$ cat src/rtl/terrain_patch_strip_index_generator_defines.svh
// Assertion macros for the terrain patch strip index generator.
// Included by the RTL files that carry concurrent assertions; no other dependencies.
`ifndef TERRAIN_PATCH_STRIP_INDEX_GENERATOR_DEFINES_SVH
`define TERRAIN_PATCH_STRIP_INDEX_GENERATOR_DEFINES_SVH

`ifndef ASSERT_OFF
`define TPSIG_ASSERT(lbl, clk, rstn, prop) \
    lbl: assert property (@(posedge clk) disable iff (!rstn) prop) \
        else $error("tpsig assertion failed");
`define TPSIG_ASSERT_NEVER(lbl, clk, rstn, cond) \
    lbl: assert property (@(posedge clk) disable iff (!rstn) !(cond)) \
        else $error("tpsig forbidden condition seen");
`else
`define TPSIG_ASSERT(lbl, clk, rstn, prop)
`define TPSIG_ASSERT_NEVER(lbl, clk, rstn, cond)
`endif

`endif

$ cat src/rtl/tpsig_pkg.sv
// Shared types and codes for the terrain patch strip index generator.
// No dependencies; imported by every RTL module of the block.
`default_nettype none

package tpsig_pkg;

    localparam int ORIGIN_W   = 12;
    localparam int COORD_W    = 13;
    localparam int LOD_W      = 2;
    localparam int REL_W      = 2;
    localparam int STATUS_W   = 2;
    localparam int CFG_ADDR_W = 1;
    localparam int S_TDATA_W  = 8;
    localparam int M_TDATA_W  = 32;

    localparam logic OP_START = 1'b0;
    localparam logic OP_NEXT  = 1'b1;

    localparam logic [CFG_ADDR_W-1:0] REG_X_ORIGIN = 1'b0;
    localparam logic [CFG_ADDR_W-1:0] REG_Z_ORIGIN = 1'b1;

    // neighbour relation; code 3 behaves as coarser
    localparam logic [REL_W-1:0] REL_FINER   = 2'd0;
    localparam logic [REL_W-1:0] REL_SAME    = 2'd1;
    localparam logic [REL_W-1:0] REL_COARSER = 2'd2;

    localparam logic [STATUS_W-1:0] ST_VERTEX = 2'd0;
    localparam logic [STATUS_W-1:0] ST_EMPTY  = 2'd1;
    localparam logic [STATUS_W-1:0] ST_IDLE   = 2'd2;

    typedef enum logic [4:0] {
        SEC_BODY   = 5'b00001,
        SEC_LINK_R = 5'b00010,
        SEC_RIGHT  = 5'b00100,
        SEC_LINK_U = 5'b01000,
        SEC_UPPER  = 5'b10000
    } sect_t;

    typedef struct packed {
        sect_t             section;
        logic              phase;
        logic [LOD_W-1:0]  lod;
        logic [REL_W-1:0]  right;
        logic [REL_W-1:0]  upper;
    } seq_ctl_t;

endpackage

`default_nettype wire

$ cat src/rtl/tpsig_seq.sv
// Sequencer: held level/relations, section, counters and active flag.
// Depends on tpsig_pkg; feeds tpsig_body and tpsig_edge with the current position.
`default_nettype none

`include "terrain_patch_strip_index_generator_defines.svh"

module tpsig_seq
    import tpsig_pkg::*;
#(
    parameter int EDGE_SQUARES = 16,
    parameter int LEVELS       = 4,
    localparam int OW = $clog2(EDGE_SQUARES + 1),
    localparam int RW = $clog2(2 * EDGE_SQUARES + 2)
) (
    input  wire logic                aclk,
    input  wire logic                aresetn,
    input  wire logic                go,
    input  wire logic                opcode,
    input  wire logic [LOD_W-1:0]    lod,
    input  wire logic [REL_W-1:0]    right_rel,
    input  wire logic [REL_W-1:0]    upper_rel,
    output seq_ctl_t                 ctl,
    output logic      [OW-1:0]       col,
    output logic      [RW-1:0]       row,
    output logic      [RW-1:0]       len_r,
    output logic      [RW-1:0]       len_u,
    output logic      [STATUS_W-1:0] status,
    output logic                     last
);

    localparam logic [OW-1:0] S_O = OW'(EDGE_SQUARES);

    logic [LOD_W-1:0] lod_reg, lod_next;
    logic [REL_W-1:0] right_reg, right_next;
    logic [REL_W-1:0] upper_reg, upper_next;
    sect_t            sect_reg, sect_next;
    logic             phase_reg, phase_next;
    logic [OW-1:0]    col_reg, col_next;
    logic [RW-1:0]    row_reg, row_next;
    logic             active_reg, active_next;

    logic             start;
    logic [LOD_W-1:0] lod_sat;
    logic [LOD_W-1:0] cur_lod;
    logic [REL_W-1:0] cur_right, cur_upper;
    sect_t            cur_sect;
    logic             cur_phase;
    logic [OW-1:0]    cur_col;
    logic [RW-1:0]    cur_row;
    logic [OW-1:0]    n_cur;
    logic             empty;
    logic             emit;
    logic [RW:0]      row_inc;

    function automatic logic [RW-1:0] edge_len(input logic [LOD_W-1:0] lv,
                                               input logic [REL_W-1:0] rel);
        logic [RW-1:0] n;
        logic [RW-1:0] h;
        n = RW'(EDGE_SQUARES >> lv);
        h = RW'(EDGE_SQUARES >> (int'(lv) + 1));
        case (rel)
            REL_SAME:  edge_len = (n << 1) + RW'(1);
            REL_FINER: edge_len = (n << 2) + RW'(1);
            default:   edge_len = (h << 2) + RW'(1);
        endcase
    endfunction

    assign start   = (opcode == OP_START);
    assign lod_sat = (int'(lod) > LEVELS - 1) ? LOD_W'(LEVELS - 1) : lod;

    // a start word restarts from the top of the body strip with its own level
    assign cur_lod   = start ? lod_sat   : lod_reg;
    assign cur_right = start ? right_rel : right_reg;
    assign cur_upper = start ? upper_rel : upper_reg;
    assign cur_sect  = start ? SEC_BODY  : sect_reg;
    assign cur_phase = start ? 1'b0      : phase_reg;
    assign cur_col   = start ? '0        : col_reg;
    assign cur_row   = start ? '0        : row_reg;

    assign n_cur = S_O >> cur_lod;
    assign len_r = edge_len(cur_lod, cur_right);
    assign len_u = edge_len(cur_lod, cur_upper);

    assign empty = ((lod_sat == '0) && (right_rel == REL_FINER || upper_rel == REL_FINER))
                   || (n_cur < OW'(2));
    assign emit  = start ? !empty : active_reg;

    assign row_inc = (RW+1)'(cur_row) + (RW+1)'(1);

    assign ctl = '{section: cur_sect, phase: cur_phase, lod: cur_lod,
                   right: cur_right, upper: cur_upper};
    assign col = cur_col;
    assign row = cur_row;

    always_comb begin
        lod_next    = lod_reg;
        right_next  = right_reg;
        upper_next  = upper_reg;
        sect_next   = sect_reg;
        phase_next  = phase_reg;
        col_next    = col_reg;
        row_next    = row_reg;
        active_next = active_reg;
        status      = ST_VERTEX;
        last        = 1'b0;

        if (go && start) begin
            lod_next    = lod_sat;
            right_next  = right_rel;
            upper_next  = upper_rel;
            sect_next   = SEC_BODY;
            phase_next  = 1'b0;
            col_next    = '0;
            row_next    = '0;
            active_next = 1'b0;
        end

        if (go && !emit) begin
            status = start ? ST_EMPTY : ST_IDLE;
        end else if (go) begin
            active_next = 1'b1;
            case (cur_sect)
                SEC_BODY: begin
                    if (!cur_phase) begin
                        phase_next = 1'b1;
                    end else begin
                        phase_next = 1'b0;
                        if (row_inc < (RW+1)'(n_cur)) begin
                            row_next = row_inc[RW-1:0];
                        end else if (row_inc == (RW+1)'(n_cur)) begin
                            // end of a column: step over to the return row or leave the body
                            if ((OW+1)'(cur_col) + (OW+1)'(2) < (OW+1)'(n_cur)) begin
                                row_next = RW'(n_cur);
                            end else begin
                                sect_next = SEC_LINK_R;
                                row_next  = '0;
                                col_next  = '0;
                            end
                        end else begin
                            col_next = cur_col + OW'(1);
                            row_next = '0;
                        end
                    end
                end
                SEC_LINK_R: begin
                    if (!cur_phase) begin
                        phase_next = 1'b1;
                    end else begin
                        phase_next = 1'b0;
                        sect_next  = SEC_RIGHT;
                        row_next   = '0;
                    end
                end
                SEC_RIGHT: begin
                    row_next = row_inc[RW-1:0];
                    if (row_inc >= (RW+1)'(len_r)) begin
                        sect_next  = SEC_LINK_U;
                        row_next   = '0;
                        phase_next = 1'b0;
                    end
                end
                SEC_LINK_U: begin
                    if (!cur_phase) begin
                        phase_next = 1'b1;
                    end else begin
                        phase_next = 1'b0;
                        sect_next  = SEC_UPPER;
                        row_next   = '0;
                    end
                end
                SEC_UPPER: begin
                    row_next = row_inc[RW-1:0];
                    if (row_inc >= (RW+1)'(len_u)) begin
                        last        = 1'b1;
                        active_next = 1'b0;
                        sect_next   = SEC_BODY;
                        row_next    = '0;
                    end
                end
                default: begin
                    active_next = 1'b0;
                    status      = ST_IDLE;
                end
            endcase
        end
    end

    always_ff @(posedge aclk) begin
        if (!aresetn) begin
            lod_reg    <= '0;
            right_reg  <= REL_SAME;
            upper_reg  <= REL_SAME;
            sect_reg   <= SEC_BODY;
            phase_reg  <= 1'b0;
            col_reg    <= '0;
            row_reg    <= '0;
            active_reg <= 1'b0;
        end else begin
            lod_reg    <= lod_next;
            right_reg  <= right_next;
            upper_reg  <= upper_next;
            sect_reg   <= sect_next;
            phase_reg  <= phase_next;
            col_reg    <= col_next;
            row_reg    <= row_next;
            active_reg <= active_next;
        end
    end

    `TPSIG_ASSERT(a_last_ends_run, aclk, aresetn, go && last |=> !active_reg)
    `TPSIG_ASSERT(a_idle_holds, aclk, aresetn, go && status == ST_IDLE |=> $stable(sect_reg) && $stable(row_reg) && !active_reg)
    `TPSIG_ASSERT(a_empty_parks, aclk, aresetn, go && status == ST_EMPTY |=> !active_reg && sect_reg == SEC_BODY)

endmodule

`default_nettype wire

$ cat src/rtl/tpsig_body.sv
// Body strip vertex offsets from the current column, row and phase.
// Depends on tpsig_pkg; used by the top level.
`default_nettype none

module tpsig_body
    import tpsig_pkg::*;
#(
    parameter int EDGE_SQUARES = 16,
    localparam int OW = $clog2(EDGE_SQUARES + 1),
    localparam int RW = $clog2(2 * EDGE_SQUARES + 2)
) (
    input  seq_ctl_t            ctl,
    input  wire logic [OW-1:0]  col,
    input  wire logic [RW-1:0]  row,
    output logic      [OW-1:0]  u,
    output logic      [OW-1:0]  v
);

    localparam logic [OW-1:0] S_O = OW'(EDGE_SQUARES);

    logic [OW-1:0] n;
    logic [OW-1:0] d;
    logic [OW-1:0] a;
    logic [RW-1:0] r;
    logic          ph;
    logic [OW-1:0] ad;
    logic [OW-1:0] rd;

    assign n = S_O >> ctl.lod;
    assign d = OW'(1) << ctl.lod;

    // first degenerate vertex repeats the final body vertex
    always_comb begin
        if (ctl.section == SEC_LINK_R) begin
            a  = n - OW'(2);
            r  = RW'(n - OW'(1));
            ph = 1'b1;
        end else begin
            a  = col;
            r  = row;
            ph = ctl.phase;
        end
    end

    assign ad = a << ctl.lod;
    assign rd = OW'(r) << ctl.lod;

    always_comb begin
        if (r < RW'(n)) begin
            u = ad + (ph ? d : '0);
            v = S_O - d - rd;
        end else begin
            // return row between columns
            u = ad + d;
            v = ph ? (S_O - d) : '0;
        end
    end

endmodule

`default_nettype wire

$ cat src/rtl/tpsig_edge.sv
// Right and upper edge stitching vertex offsets, including degenerate links.
// Depends on tpsig_pkg; used by the top level.
`default_nettype none

module tpsig_edge
    import tpsig_pkg::*;
#(
    parameter int EDGE_SQUARES = 16,
    localparam int OW = $clog2(EDGE_SQUARES + 1),
    localparam int RW = $clog2(2 * EDGE_SQUARES + 2)
) (
    input  seq_ctl_t            ctl,
    input  wire logic [RW-1:0]  row,
    input  wire logic [RW-1:0]  len_r,
    input  wire logic [RW-1:0]  len_u,
    output logic      [OW-1:0]  x,
    output logic      [OW-1:0]  z
);

    localparam logic [OW-1:0] S_O = OW'(EDGE_SQUARES);

    logic [REL_W-1:0] rel;
    logic [RW-1:0]    j;
    logic [RW-1:0]    len;
    logic             swap;
    logic [OW-1:0]    d;
    logic [RW-1:0]    jm1;
    logic [OW-1:0]    k_same_d;
    logic [OW-1:0]    k4_d;
    logic [OW-1:0]    xb;
    logic [OW-1:0]    u;
    logic [OW-1:0]    v;

    always_comb begin
        rel  = ctl.right;
        j    = '0;
        len  = len_r;
        swap = 1'b0;
        case (ctl.section)
            SEC_RIGHT: begin
                j = row;
            end
            SEC_LINK_U: begin
                if (!ctl.phase) begin
                    j = len_r - RW'(1);
                end else begin
                    rel  = ctl.upper;
                    len  = len_u;
                    swap = 1'b1;
                end
            end
            SEC_UPPER: begin
                rel  = ctl.upper;
                j    = row;
                len  = len_u;
                swap = 1'b1;
            end
            default: begin
                j = '0;
            end
        endcase
    end

    assign d        = OW'(1) << ctl.lod;
    assign jm1      = j - RW'(1);
    assign k_same_d = OW'(jm1 >> 1) << ctl.lod;
    assign k4_d     = OW'(j >> 2) << ctl.lod;

    always_comb begin
        xb = '0;
        u  = S_O;
        v  = S_O;
        if (rel == REL_SAME) begin
            if (j != '0) begin
                u = S_O - d - k_same_d;
                v = jm1[0] ? S_O : (S_O - d);
            end
        end else if (j >= len - RW'(1)) begin
            // closing vertex at the far corner
            u = '0;
            v = S_O;
        end else if (rel == REL_FINER) begin
            xb = S_O - d - k4_d;
            case (j[1:0])
                2'd0: begin
                    u = xb + d;
                    v = S_O;
                end
                2'd2: begin
                    u = xb + (d >> 1);
                    v = S_O;
                end
                default: begin
                    u = xb;
                    v = S_O - d;
                end
            endcase
        end else begin
            xb = S_O - (d << 1) - (k4_d << 1);
            case (j[1:0])
                2'd0, 2'd2: begin
                    u = xb + (d << 1);
                    v = S_O;
                end
                2'd1: begin
                    u = xb + d;
                    v = S_O - d;
                end
                default: begin
                    u = xb;
                    v = S_O - d;
                end
            endcase
        end
    end

    assign x = swap ? v : u;
    assign z = swap ? u : v;

endmodule

`default_nettype wire

$ cat src/rtl/terrain_patch_strip_index_generator.sv
// Terrain patch strip index generator.
// Depends on tpsig_pkg, tpsig_seq, tpsig_body, tpsig_edge and the defines header.
//
// Usage:
//   Configuration: cfg_wr_en writes cfg_wdata into the register chosen by
//   cfg_addr (0 x origin, 1 z origin) at the clock edge; write only while idle.
//   Input words (s_*): s_tuser is the opcode (0 start, 1 next); a start word
//   carries the level and the right/upper neighbour relations in s_tdata.
//   Every accepted input word yields exactly one output word (m_*): a grid
//   coordinate pair in m_tdata, m_tlast on the final vertex of a patch, and
//   a status in m_tuser (0 vertex, 1 nothing to draw, 2 no active sequence).
//   The word is registered at the accepting edge, so m_tvalid rises right
//   after it; one word per cycle is sustained while m_tready stays high,
//   as all of the vertex logic lies between the sequencer and output registers.
//   If the receiver stalls, the output register holds its word and s_tready
//   drops until it is taken; a word is still accepted in the cycle it leaves.
//   Reset (aresetn low, synchronous) clears the origins, drops any sequence
//   and empties the output register.
`default_nettype none

`include "terrain_patch_strip_index_generator_defines.svh"

module terrain_patch_strip_index_generator
    import tpsig_pkg::*;
#(
    parameter int EDGE_SQUARES = 16,
    parameter int LEVELS       = 4
) (
    input  wire logic                  aclk,
    input  wire logic                  aresetn,

    input  wire logic                  cfg_wr_en,
    input  wire logic [CFG_ADDR_W-1:0] cfg_addr,
    input  wire logic [ORIGIN_W-1:0]   cfg_wdata,

    input  wire logic                  s_tvalid,
    output logic                       s_tready,
    // [1:0] lod, [3:2] right_relation, [5:4] upper_relation, [7:6] zero
    input  wire logic [S_TDATA_W-1:0]  s_tdata,
    // [0] opcode
    input  wire logic                  s_tuser,

    output logic                       m_tvalid,
    input  wire logic                  m_tready,
    // [12:0] x_coord, [25:13] z_coord, [31:26] zero
    output logic      [M_TDATA_W-1:0]  m_tdata,
    output logic                       m_tlast,
    // [1:0] status
    output logic      [STATUS_W-1:0]   m_tuser
);

    localparam int OW = $clog2(EDGE_SQUARES + 1);
    localparam int RW = $clog2(2 * EDGE_SQUARES + 2);

    logic [ORIGIN_W-1:0] x_origin_reg;
    logic [ORIGIN_W-1:0] z_origin_reg;

    logic                m_tvalid_reg;
    logic [COORD_W-1:0]  m_x_reg, m_x_next;
    logic [COORD_W-1:0]  m_z_reg, m_z_next;
    logic                m_last_reg;
    logic [STATUS_W-1:0] m_status_reg;

    logic                go;
    seq_ctl_t            ctl;
    logic [OW-1:0]       col;
    logic [RW-1:0]       row;
    logic [RW-1:0]       len_r;
    logic [RW-1:0]       len_u;
    logic [STATUS_W-1:0] status;
    logic                last;
    logic [OW-1:0]       body_u, body_v;
    logic [OW-1:0]       edge_x, edge_z;
    logic                use_body;
    logic [OW-1:0]       off_x, off_z;

    assign s_tready = !m_tvalid_reg || m_tready;
    assign go       = s_tvalid && s_tready;

    always_ff @(posedge aclk) begin
        if (!aresetn) begin
            x_origin_reg <= '0;
            z_origin_reg <= '0;
        end else if (cfg_wr_en) begin
            case (cfg_addr)
                REG_X_ORIGIN: x_origin_reg <= cfg_wdata;
                REG_Z_ORIGIN: z_origin_reg <= cfg_wdata;
                default: ;
            endcase
        end
    end

    tpsig_seq #(
        .EDGE_SQUARES (EDGE_SQUARES),
        .LEVELS       (LEVELS)
    ) u_seq (
        .aclk      (aclk),
        .aresetn   (aresetn),
        .go        (go),
        .opcode    (s_tuser),
        .lod       (s_tdata[1:0]),
        .right_rel (s_tdata[3:2]),
        .upper_rel (s_tdata[5:4]),
        .ctl       (ctl),
        .col       (col),
        .row       (row),
        .len_r     (len_r),
        .len_u     (len_u),
        .status    (status),
        .last      (last)
    );

    tpsig_body #(
        .EDGE_SQUARES (EDGE_SQUARES)
    ) u_body (
        .ctl (ctl),
        .col (col),
        .row (row),
        .u   (body_u),
        .v   (body_v)
    );

    tpsig_edge #(
        .EDGE_SQUARES (EDGE_SQUARES)
    ) u_edge (
        .ctl   (ctl),
        .row   (row),
        .len_r (len_r),
        .len_u (len_u),
        .x     (edge_x),
        .z     (edge_z)
    );

    assign use_body = (ctl.section == SEC_BODY) || (ctl.section == SEC_LINK_R && !ctl.phase);
    assign off_x    = use_body ? body_u : edge_x;
    assign off_z    = use_body ? body_v : edge_z;

    always_comb begin
        if (status == ST_VERTEX) begin
            m_x_next = COORD_W'(x_origin_reg) + COORD_W'(off_x);
            m_z_next = COORD_W'(z_origin_reg) + COORD_W'(off_z);
        end else begin
            m_x_next = '0;
            m_z_next = '0;
        end
    end

    always_ff @(posedge aclk) begin
        if (!aresetn) begin
            m_tvalid_reg <= 1'b0;
        end else if (go) begin
            m_tvalid_reg <= 1'b1;
        end else if (m_tready) begin
            m_tvalid_reg <= 1'b0;
        end
    end

    always_ff @(posedge aclk) begin
        if (go) begin
            m_x_reg      <= m_x_next;
            m_z_reg      <= m_z_next;
            m_last_reg   <= last;
            m_status_reg <= status;
        end
    end

    assign m_tvalid = m_tvalid_reg;
    assign m_tdata  = {(M_TDATA_W - 2 * COORD_W)'(0), m_z_reg, m_x_reg};
    assign m_tlast  = m_last_reg;
    assign m_tuser  = m_status_reg;

    `TPSIG_ASSERT(a_status_clears, aclk, aresetn, m_tvalid && m_tuser != ST_VERTEX |-> m_tdata == '0 && !m_tlast)
    `TPSIG_ASSERT(a_accept_shows, aclk, aresetn, s_tvalid && s_tready |=> m_tvalid)
    `TPSIG_ASSERT_NEVER(a_stall_blocks, aclk, aresetn, m_tvalid && !m_tready && s_tready)

endmodule

`default_nettype wire

$ cat config.mk
export PLATFORM = sky130hd
export DESIGN_NAME = terrain_patch_strip_index_generator
export DESIGN_NICKNAME = d
export VERILOG_FILES = /design/src/rtl/tpsig_pkg.sv /design/src/rtl/tpsig_seq.sv /design/src/rtl/tpsig_body.sv /design/src/rtl/tpsig_edge.sv /design/src/rtl/terrain_patch_strip_index_generator.sv
export VERILOG_INCLUDE_DIRS = /design/src /design/src/rtl
export SDC_FILE = /design/constraint.sdc
export NUM_CORES = 1
export LEC_CHECK = 0
export ABC_CLOCK_PERIOD_IN_PS = 8560
export BUFFER_PORTS_ARGS = -buffer_cell sky130_fd_sc_hd__buf_4
export CAP_MARGIN = 20
export CORE_ASPECT_RATIO = 0.6
export CORE_MARGIN = 8
export CORE_UTILIZATION = 30
export CTS_CLUSTER_SIZE = 25
export DETAILED_ROUTE_END_ITERATION = 10
export PLACE_DENSITY = 0.47
export SLEW_MARGIN = 20
export SYNTH_ARGS = -nofsm -noshare
export SYNTH_HDL_FRONTEND = slang
export SYNTH_HIERARCHICAL = 1
export SYNTH_SLANG_ARGS = --single-unit
$ cat constraint.sdc
create_clock -name aclk -period 8.56 [get_ports aclk]
set_clock_uncertainty 0.1 [all_clocks]
set_input_delay 0.428 -clock aclk [delete_from_list [all_inputs] [get_ports aclk]]
set_output_delay 0.428 -clock aclk [all_outputs]
set_load 0.05 [all_outputs]
### Yosys cells after proc, flatten, opt, wreduce, memory -nomap -nowiden

Index checks and enable logic that the tools add are counted.

* register bits: 78
* output and inout port bits: 37

* reduce and logical (&&, ||, !) cells: 32
* $lt $le $gt $ge: 7
* bitwise operators: 3
* mux-type cells: 89
* equal/unequal tests: 11
* shift operators: 8
* add/subtract/negate cells: 26

Operators by type and width (count)
* $mux W5: 41
* $mux W6: 12
* $pmux W6 S2: 4
* $shr A5 B32 Y4 const A: 1
* $add A12 B5 Y13: 2
* $add A5 B5 Y5: 5
* $pmux W5 S5: 1
* $pmux W6 S4: 1
* $pmux W5 S2: 2
* $sub A5 B5 Y5: 4
* $add A6 B1 Y6 const B: 3
* $sub A6 B1 Y6 const B: 3
* $logic_not A2 Y1: 8
* $mux W1: 16
* $mux W2: 8
* $shl A5 B2 Y5: 3
* $ge A7 B6 Y1: 2
* $lt A6 B5 Y1: 2
* $shr A5 B2 Y5 const A: 2
* $sub A5 B5 Y5 const A: 2
* $eq A2 B1 Y1 const B: 4
* $reduce_or A2 Y1: 4
* $add A6 B1 Y7 const B: 1
* $eq A7 B5 Y1: 1
* other kinds (29): 44

### Depth between registers and ports, before layout

* depth in word-level cells: 18
* gate-level depth with buffers: 33
* mapped depth without buffers: 29

### Cells and area by module

The synthesis kept the hierarchy.

By module, submodules not included
* terrain_patch_strip_index_generator: area each 2841.5 um^2, times used 1, cells an instance 284
* tpsig_seq: area each 2388.5 um^2, times used 1, cells an instance 322
* tpsig_edge: area each 2217.1 um^2, times used 1, cells an instance 312
* tpsig_body: area each 867.1 um^2, times used 1, cells an instance 115

### Least setup slack after synthesis

Ideal clock, no wire load.

* kind: input-to-reg
* from: in s_tuser
* to: reg m_x_reg[7], data pin
* path buffers: 5
* stages: 30
* data arrival time: 6.369 ns
* data required time: 8.204 ns
* setup slack: 1.835 ns
* cells stage by stage: buf_6 buf_2 buf_2 clkbuf_1 and2_1 xor2_1 and2_1 clkbuf_1 a2bb2oi_1 inv_1 nand2_1 inv_1 ha_1 inv_1 fa_1 inv_1 ha_1 a21o_1 a21oi_1 xnor2_1 nor3_1 nand2_1 o21ai_0 o221ai_2 a31oi_1 mux2_2 ha_1 and3_1 a2111o_1 a41o_1

RTL lines
* start: declaration: RTL line terrain_patch_strip_index_generator.sv:41 `input wire logic s_tuser,`
* end signal: assignment: RTL line terrain_patch_strip_index_generator.sv:160 `m_x_reg <= m_x_next;`
* end: declaration: RTL line terrain_patch_strip_index_generator.sv:59 `logic [COORD_W-1:0] m_x_reg, m_x_next;`

==> impl_metrics.py <==
metrics = {
    "clocking": {
        "numCtsBuffers": 9,
        "worstSkewPairLatency_ns": 0.35,
        "cts_tree": "done",
        "clock-sinks": 78,
        "clock_path_buffers": 2,
        "post_cts_buffers": 0,
        "cts_max_level": 3,
        "clk_pin_slew_ns": 0.06,
        "hold_buffers": 0,
        "cts_root_buffer": "clkbuf_16",
        "post_cts_resized": 0,
    },
    "global_routing": {
        "grt_overflow": 0,
        "grt_max_degree": 40,
        "grt_pass1_wl_mm": 39.2,
        "antenna_found_initial": 0,
        "grt_usage": 0.143,
        "grt_pass1_vias": 6809,
    },
    "timing": {
        "drv_slew": 0,
        "finalCriticalPeriod_ns": 7.53,
        "tightest_slew_ns": 0.942,
        "fmax_mhz": 133,
        "whs_ns": 0.212,
        "finalCritPeriodShare": 0.880,
        "setup_violations": 0,
        "hold_viol_final": 0,
        "slew_headroom": 0.369,
        "finalSetupTns_ns": 0,
        "rsz0062_at_grt": "false",
    },
    "setup_path": {
        "crit_path_start": "u_seq/sect_reg[4]",
        "cp_slowest_cell": "fa_1",
        "required_ns": 8.65,
        "max_stage_delay_ns": 0.72,
        "startpoint_type": "flip-flop",
        "r2r_start": "u_seq/sect_reg[4]",
        "path_buf_inv": 6,
        "cp_common_cell": "inv_1",
        "critical_path_arrival_ns": 7.63,
        "cp_top_family": "compound AO/OA/AOI/OAI gates",
        "cp_max_fo": 14,
        "cp-end-kind": "flip-flop",
        "criticalPathCategory": "flip-flop to flip-flop",
    },
    "routing": {
        "wl_mm": 24.8,
        "drt_first_pass_iters": 5,
        "detail-route-antenna-nets": 0,
        "drt_iter0_drc": 747,
        "num_vias": 7452,
        "wire_per_inst_um": 17.3,
        "avgViaCountPerCell": 5.20,
        "drc": 0,
    },
    "die": {
        "die_w_um": 231,
        "rows": 47,
        "initial_utilization": 0.303,
        "core_region_area_sq_um": 27400,
        "io_pins": 64,
        "die_h_um": 145,
        "fp.dieArea_sq_um": 33500,
    },
    "pwr": {
        "power_frac_comb": 0.375,
        "power_switching_mw": 0.470,
        "internal_power_mw": 0.819,
        "p_sw_frac": 0.365,
        "p_leak_nw": 3.97,
        "power_mw": 1.29,
        "power_frac_seq": 0.329,
        "p_per_area_nw_per_um2": 140,
        "vdd_ir_drop_max_uv": 105,
        "pwr-share-clk": 0.297,
    },
    "layout": {
        "layout-drive-gt1-share": 0.124,
        "areaGrowthSynthToFinish_pct": 10.9,
        "fill_cells": 2976,
        "finalNetCount": 1172,
        "final_util": 0.336,
        "diodes": 0,
    },
    "min_path": {
        "hp-class": "primary input to flip-flop",
        "min-delay-start": "s_tdata[2]",
    },
    "logic_synthesis": {
        "syn_area_per_cell_sq_um": 8.05,
        "ys_warn_count": 6,
        "syn_inst": 1033,
        "synth_cell_type_count": 101,
        "async_flop_share": 0,
        "yosysSeqAreaShare": 0.223,
        "ys.flop_type": "dfxtp_1",
        "synth_area_sq_um": 8310,
        "synth_seq_cells": 78,
        "synth_edf_count": 29,
    },
    "placement": {
        "hpwl_mm": 19.5,
        "gp_congestion": 0.884,
        "portBuffers": 55,
    },
    "run": {
        "drv_cap": 0,
    },
    "outcome": {
        "outcome": "finished, final reports clean",
    },
}
==> worst paths after layout <==
path,endpoint,depth (start not counted),slack (ns)
worst min-delay path,u_seq/right_reg[0],3,0.21
worst min register to register,u_seq/right_reg[1],2,0.35
worst max register to register,m_x_reg[11],26,1.03
worst max-delay path,m_x_reg[11],26,1.03
==> cell usage after synthesis (6+ instances only) <==
cell,count,share of area
nand3_1,24,0.014
xnor2_1,33,0.035
clkbuf_1,19,0.0086
mux2i_1,21,0.025
o22ai_1,10,0.0075
a21o_1,21,0.019
a31oi_1,11,0.0083
inv_1,69,0.031
a211oi_1,15,0.014
nand2_1,149,0.067
mux2_2,10,0.014
or3_1,7,0.0053
xor2_1,19,0.020
nor2_1,69,0.031
nor4_1,6,0.0045
a21oi_1,62,0.037
dfxtp_1,49,0.12
nand2b_1,9,0.0068
nand4_1,8,0.0060
buf_2,8,0.0048
nor2b_1,11,0.0083
nor3_1,20,0.012
o21ai_0,43,0.026
and2_1,19,0.014
o21a_1,11,0.0099
fa_1,10,0.024
and3_1,13,0.0098
buf_6,7,0.0095
buf_4,14,0.013
a21boi_0,25,0.023
ha_1,74,0.11
edfxtp_1,29,0.10
==> cells in the final DEF (no fill, tap or decap), types with 6 or more instances in the layout <==
| master | netlist | routed |
|---|---|---|
| nand2_1 | 149 | 149 |
| ha_1 | 74 | 74 |
| nor2_1 | 69 | 69 |
| inv_1 | 69 | 69 |
| buf_4 | 14 | 64 |
| a21oi_1 | 62 | 62 |
| dfxtp_1 | 49 | 49 |
| o21ai_0 | 43 | 43 |
| xnor2_1 | 33 | 33 |
| edfxtp_1 | 29 | 29 |
| a21boi_0 | 25 | 25 |
| nand3_1 | 24 | 24 |
| mux2i_1 | 21 | 21 |
| a21o_1 | 21 | 21 |
| nor3_1 | 20 | 20 |
| xor2_1 | 19 | 19 |
| and2_1 | 19 | 18 |
| a211oi_1 | 15 | 15 |
| and3_1 | 13 | 13 |
| nor2b_1 | 11 | 11 |
| o21a_1 | 11 | 11 |
| a31oi_1 | 11 | 11 |
| mux2_2 | 10 | 10 |
| fa_1 | 10 | 10 |
| conb_1 | 3 | 10 |
| o22ai_1 | 10 | 10 |
| nand2b_1 | 9 | 9 |
| clkbuf_16 | 0 | 9 |
| nand4_1 | 8 | 8 |
| or3_1 | 7 | 7 |
| nor4_1 | 6 | 6 |
==> per-layer routing <==
layer | routed length (um) | global-route usage
met1 | 14000 | 0.235
met2 | 9200 | 0.185
met3 | 1480 | 0.0296
met4 | 129 | 0.0186
met5 | 0 | 0
==> kinds of logic (layout without fill, tap and decap cells) <==
group / after synthesis / after routing / synth area share
and+or+nand+nor: 379 / 379 / 0.227
AOI/OAI and AO/OA: 274 / 274 / 0.231
buffers and inverters: 125 / 151 / 0.0742
adders and majority gates: 84 / 84 / 0.135
DFF: 78 / 78 / 0.223
xor gates and xnor gates: 53 / 53 / 0.0581
muxes: 37 / 37 / 0.0501
other: 3 / 10 / 0.00135
==> area by class of cell <==
| class | count | area [sq um] | share of cell area |
|---|---|---|---|
| tap | 367 | 459 | 0.0498 |
| sequential | 78 | 1850 | 0.201 |
| multi-input combinational | 837 | 5870 | 0.637 |
| clock buffer | 11 | 233 | 0.0252 |
| timing repair buffer | 64 | 480 | 0.0521 |
| inverter | 71 | 267 | 0.0289 |
| clock inverter | 5 | 57.6 | 0.00624 |
==> power by group through the flow <==
stage               clock [mW]  sequential [mW]  combinational (mW)
global placement             0            0.432               0.478
floorplan                    0            0.471               0.323
detailed placement           0            0.432               0.476
global route             0.409            0.427               0.532
finish                   0.382            0.424               0.483
CTS                      0.394            0.424               0.480
==> stage by stage <==
step,cell area (sq um),worst slack [ns],instances
finish,9220,1.03,1433
global route,9220,0.494,1433
floorplan,8340,1.83,1040
detailed placement,8930,0.787,1417
global placement,8930,0.809,1417
CTS,9220,1.06,1433
==> tightest hold or removal path: stages <==
cell and delay (ns):
buf_4 0.09, nand2_1 0.04, nand3_1 0.06
Power figures use the tool's default switching activity.
